<file path="config.mk">
export PLATFORM = sky130hd
export DESIGN_NAME = rmd_div_stage
export DESIGN_NICKNAME = d
export VERILOG_FILES = /design/src/rmd_pkg.sv /design/src/rmd_div_stage.sv
export SDC_FILE = /design/constraint.sdc
export NUM_CORES = 1
export LEC_CHECK = 0
export BUFFER_PORTS_ARGS = -buffer_cell sky130_fd_sc_hd__buf_2
export CORE_MARGIN = 2
export CORE_UTILIZATION = 35
export DETAILED_ROUTE_END_ITERATION = 6
export SYNTH_ARGS = -nofsm -noshare
export SYNTH_HDL_FRONTEND = slang
export SYNTH_SLANG_ARGS = --single-unit
export TNS_END_PERCENT = 100
</file>
<file path="constraint.sdc">
create_clock -name i_clk -period 17.7 [get_ports i_clk]
set_input_delay 1.77 -clock i_clk [delete_from_list [all_inputs] [get_ports i_clk]]
set_output_delay 1.77 -clock i_clk [all_outputs]
set_load 0.005 [all_outputs]
</file>
<file path="src/rmd_pkg.sv">
// Package for the rounded multiply-divide block.
// Holds field widths and the divider pipeline payload type; no dependencies.
package rmd_pkg;

    localparam int unsigned FIELD_W = 32;               // width of every data field
    localparam int unsigned QUO_W   = FIELD_W - 1;      // quotient magnitude bits
    localparam int unsigned NUM_W   = 2 * FIELD_W - 1;  // rounded product magnitude bits

    typedef logic signed [FIELD_W-1:0] t_word;

    typedef struct packed {
        logic [FIELD_W-1:0] rem;    // partial remainder, below dmag when no overflow
        logic [QUO_W-1:0]   low;    // dividend bits not yet shifted in, MSB first
        logic [QUO_W-1:0]   quo;    // quotient bits developed so far
        logic [FIELD_W-1:0] dmag;   // divisor magnitude
        logic               neg;    // result is negative
        logic               fail;   // zero divisor or quotient out of range
    } t_div;

endpackage

</file>
<file path="src/rmd_div_stage.sv">
// One registered stage of the restoring divider: develops NBITS quotient bits.
// Depends on rmd_pkg for the t_div payload.
module rmd_div_stage #(
    parameter int unsigned NBITS = 4
) (
    input  logic          i_clk,
    input  logic          i_rst_n,
    input  logic          i_en,
    input  logic          i_vld,
    input  rmd_pkg::t_div i_div,
    output logic          o_vld,
    output rmd_pkg::t_div o_div
);
    import rmd_pkg::*;

    t_div n_div;
    t_div r_div;
    logic r_vld;

    always_comb begin
        logic [FIELD_W:0] trial;
        n_div = i_div;
        for (int unsigned k = 0; k < NBITS; k++) begin
            trial = {n_div.rem, n_div.low[QUO_W-1]};
            n_div.low = {n_div.low[QUO_W-2:0], 1'b0};
            if (trial >= {1'b0, n_div.dmag}) begin
                n_div.rem = FIELD_W'(trial - {1'b0, n_div.dmag});
                n_div.quo = {n_div.quo[QUO_W-2:0], 1'b1};
            end else begin
                n_div.rem = trial[FIELD_W-1:0];
                n_div.quo = {n_div.quo[QUO_W-2:0], 1'b0};
            end
        end
    end

    always_ff @(posedge i_clk) begin
        if (!i_rst_n) begin
            r_vld <= 1'b0;
        end else if (i_en) begin
            r_vld <= i_vld;
        end
    end

    always_ff @(posedge i_clk) begin
        if (i_en) begin
            r_div <= n_div;
        end
    end

    assign o_vld = r_vld;
    assign o_div = r_div;

endmodule

</file>
==> summary.txt <==
Outcome
  – Status: complete, no violations

Timing
  – Worst Skew: 0 ns
  – RSZ-0062 raised after global routing: no
  – Achievable frequency: 0.0664 GHz
  – Final Cycle Share: 85.1%
  – Final setup viols: 0
  – Period minus WS final: between 15 and 20 ns
  – Setup TNS: 0 ns
  – Max-slew violation count: 0
  – Final Hold Vio Count: 0
  – Slew @ Worst Pin: 0.865 ns
  – Max-slew headroom: 42.3%

Synthesis
  – Largest family of logic cells by synthesized area: compound AO/OA/AOI/OAI gates
  – Register area share after synthesis: 31.5%
  – Mux cell area share after synthesis: 9.33%
  – Largest cells by area after synthesis: edfxtp_1 31%, ha_1 13%, mux2_2 6.9%
  – Mean Syn Cell Area: roughly 9.6 sq um
  – Synth area leader: edfxtp_1
  – Ys flop type: edfxtp_1
  – Synth top area share: 31.4%
  – Yosys cell types: 74
  – Post-synthesis register bit count: ~130
  – Mapped cell area: ~12000 sq um
  – Compound-Gate Fraction of Synth Area: 20.8%
  – Post-Synth XOR/XNOR Area: approximately 7.9%
  – Post-synth EDFFs: around 120
  – Ys async rst share: 0%
  – Post-synthesis simple-gate area fraction: 12.1%
  – Post-Synth Adder-Cell Area: 14.2%
  – Most frequent cells after synthesis: 128 x ha_1, 124 x edfxtp_1, 121 x a21oi_1
  – Most frequent cell after synthesis: ha_1
  – Synth Instances: 1236
  – Synth Warn #: 0

Setup path
  – CP max stage delay: between 0.6 and 0.7 ns
  – Crit-path slowest cell: a2111oi_0
  – Setup Crit Path Kind: input pin to flip-flop
  – CP startpoint kind: input pin
  – Worst EP required: 17.88 ns
  – CP startpoint: i_div[3]
  – Worst r2r src: o_vld$_SDFFE_PN0P_
  – Critical path endpoint category: flip-flop
  – Critical path peak fanout: 29
  – Most frequent CP cell: o21ai_0
  – CP Data Arrival Time: 15.24 ns

Power
  – Sw frac: 43.0%
  – Pwr dens: between 200 and 250 nW/um^2
  – P_leak: 6.37 nW
  – Flop pwr share: 16.1%
  – Internal: about 1.7 mW
  – Sw power: 1.27 mW
  – Power Total: 2.96 mW
  – Clock power share: between 10 and 15%
  – Max rail drop VDD: 0.0896 mV
  – Logic pwr share: about 72%

Finish
  – Register Area: 3740 sq um
  – P&R area growth vs syn: 19.0%
  – Non-Filler Instances: 1939
  – Fin util: 42.2%
  – Antenna diodes: 0
  – Layout cells sized above 1: a little over a quarter
  – Multi-input gate area: about 7700 sq um
  – # fillers: approximately 3300
  – Nets: approximately 1700

Floorplan
  – Die Area: 35400 sq um
  – Row count: 67
  – CORE AREA: 33400 sq um
  – Die height: 188 um
  – I/O pin cnt: 261
  – Initial Util: a little over a third
  – Die width: 188 um

Hold path
  – Min-delay src: o_vld$_SDFFE_PN0P_
  – Min-delay worst type: flip-flop to flip-flop

Clock network
  – CTS tree: yes
  – CTS Sinks: 125
  – Post-CTS Setup Bufs: 0
  – H-tree depth: 4
  – Worst-Skew Late Latency: 0.43 ns
  – Clock root cell: clkbuf_16
  – CTS max path bufs: 2
  – Hold_buf cts: 0
  – Post-cts sizing count: 0
  – Worst-path clk slew: ~0.060 ns
  – CTS Buf Count: 17

Detailed routing
  – DR vias/cell: 5.38
  – Detailed Route WL: ~35000 um
  – DRC Markers: 0
  – First-pass DRT Iterations: 5
  – DR vias: 10400
  – Wire length per cell: 18.1 um
  – Initial detailed-routing violation count: 700
  – ANT nets after route: 0

Global routing
  – Initial antenna violation count: 0
  – First-pass GRT wire length: 53400 um
  – Vias in the first global route: 9923
  – Total track usage: between 10% and 20%
  – Grt ovf: 0
  – Largest net degree at the start of global routing: 70

Placement
  – Port Buffers: approximately 250
  – Placed Instances: 1907
  – HPWL Detailed: approximately 29000 um
  – Placer Congestion: 0.931

Job
  – Max Cap Violations: 0
-- worst paths after layout --
kind,slack (ns),cells after the start,endpoint
setup / recovery,2.64,49,o_div[112]$_DFFE_PP_
hold / removal,0.53,2,o_vld$_SDFFE_PN0P_
setup reg to reg,17.10,2,o_vld$_SDFFE_PN0P_
hold reg to reg,0.53,2,o_vld$_SDFFE_PN0P_
-- layer usage --
metal  global-route usage (%)  wire length [um]  part of all wire (%)
met3                     3.48              2040                   5.8
met1                     25.9             16400                    47
met2                     31.8             15800                    45
met5                        0                 0                     0
met4                     6.75               807                   2.3
-- sequential cells by signal, summed over array words and instances (netlist names) --
register  flops
o_vld         1
o_div       124
-- cell families after synthesis --
logic type,Yosys count
AO/OA/AOI/OAI,372
AND/OR/NAND/NOR,290
adder cells (fa/ha/maj),132
flip-flops,125
buffers and inverters,112
XOR/XNOR,107
multiplexers,97
other,1
-- through the flow --
step                hold slack [ns]  worst slack [ns]  instance area (sq um)
finish                        0.532              2.64                  14100
global placement              0.492              2.44                  13500
floorplan                     0.507              4.40                  11900
global route                  0.583              1.78                  14100
detailed placement            0.535              2.42                  13500
CTS                           0.541              2.80                  14100
-- worst max-delay path: cells and delay by family --
kind,cells,cell delay [ns]
AOI/OAI and AO/OA,27,7.46
and+or+nand+nor,9,2.01
buffers and inverters,7,1.62
adders and majority gates,4,1.55
muxes,2,0.75
-- area by class of cell --
class | count | share of cell area [%]
Clock buffer | 19 | 3.07
Clock inverter | 13 | 1.00
Inverter | 75 | 1.99
Multi-Input combinational cell | 1002 | 54.2
Sequential cell | 125 | 26.5
Tap cell | 448 | 3.97
Timing Repair Buffer | 257 | 9.24
-- power by group through the flow --
stage / registers [mW] / clock network, mW / logic (mW)
after floorplan: 0.494 / 0 / 1.66
after global placement: 0.484 / 0 / 2.09
after detailed placement: 0.485 / 0 / 2.12
after CTS: 0.479 / 0.356 / 2.13
after global routing: 0.484 / 0.364 / 2.36
final: 0.478 / 0.343 / 2.14
-- layout by cell type (no fill, tap or decap), drive strengths merged, types with 59 or more instances in the layout --
master and n:
inv 77, a21oi 121, nor2 85, buf 257, ha 128, nand2 64, a21o 59, edfxtp 124
mux2 82, xnor2 75
Power figures use the tool's default switching activity.
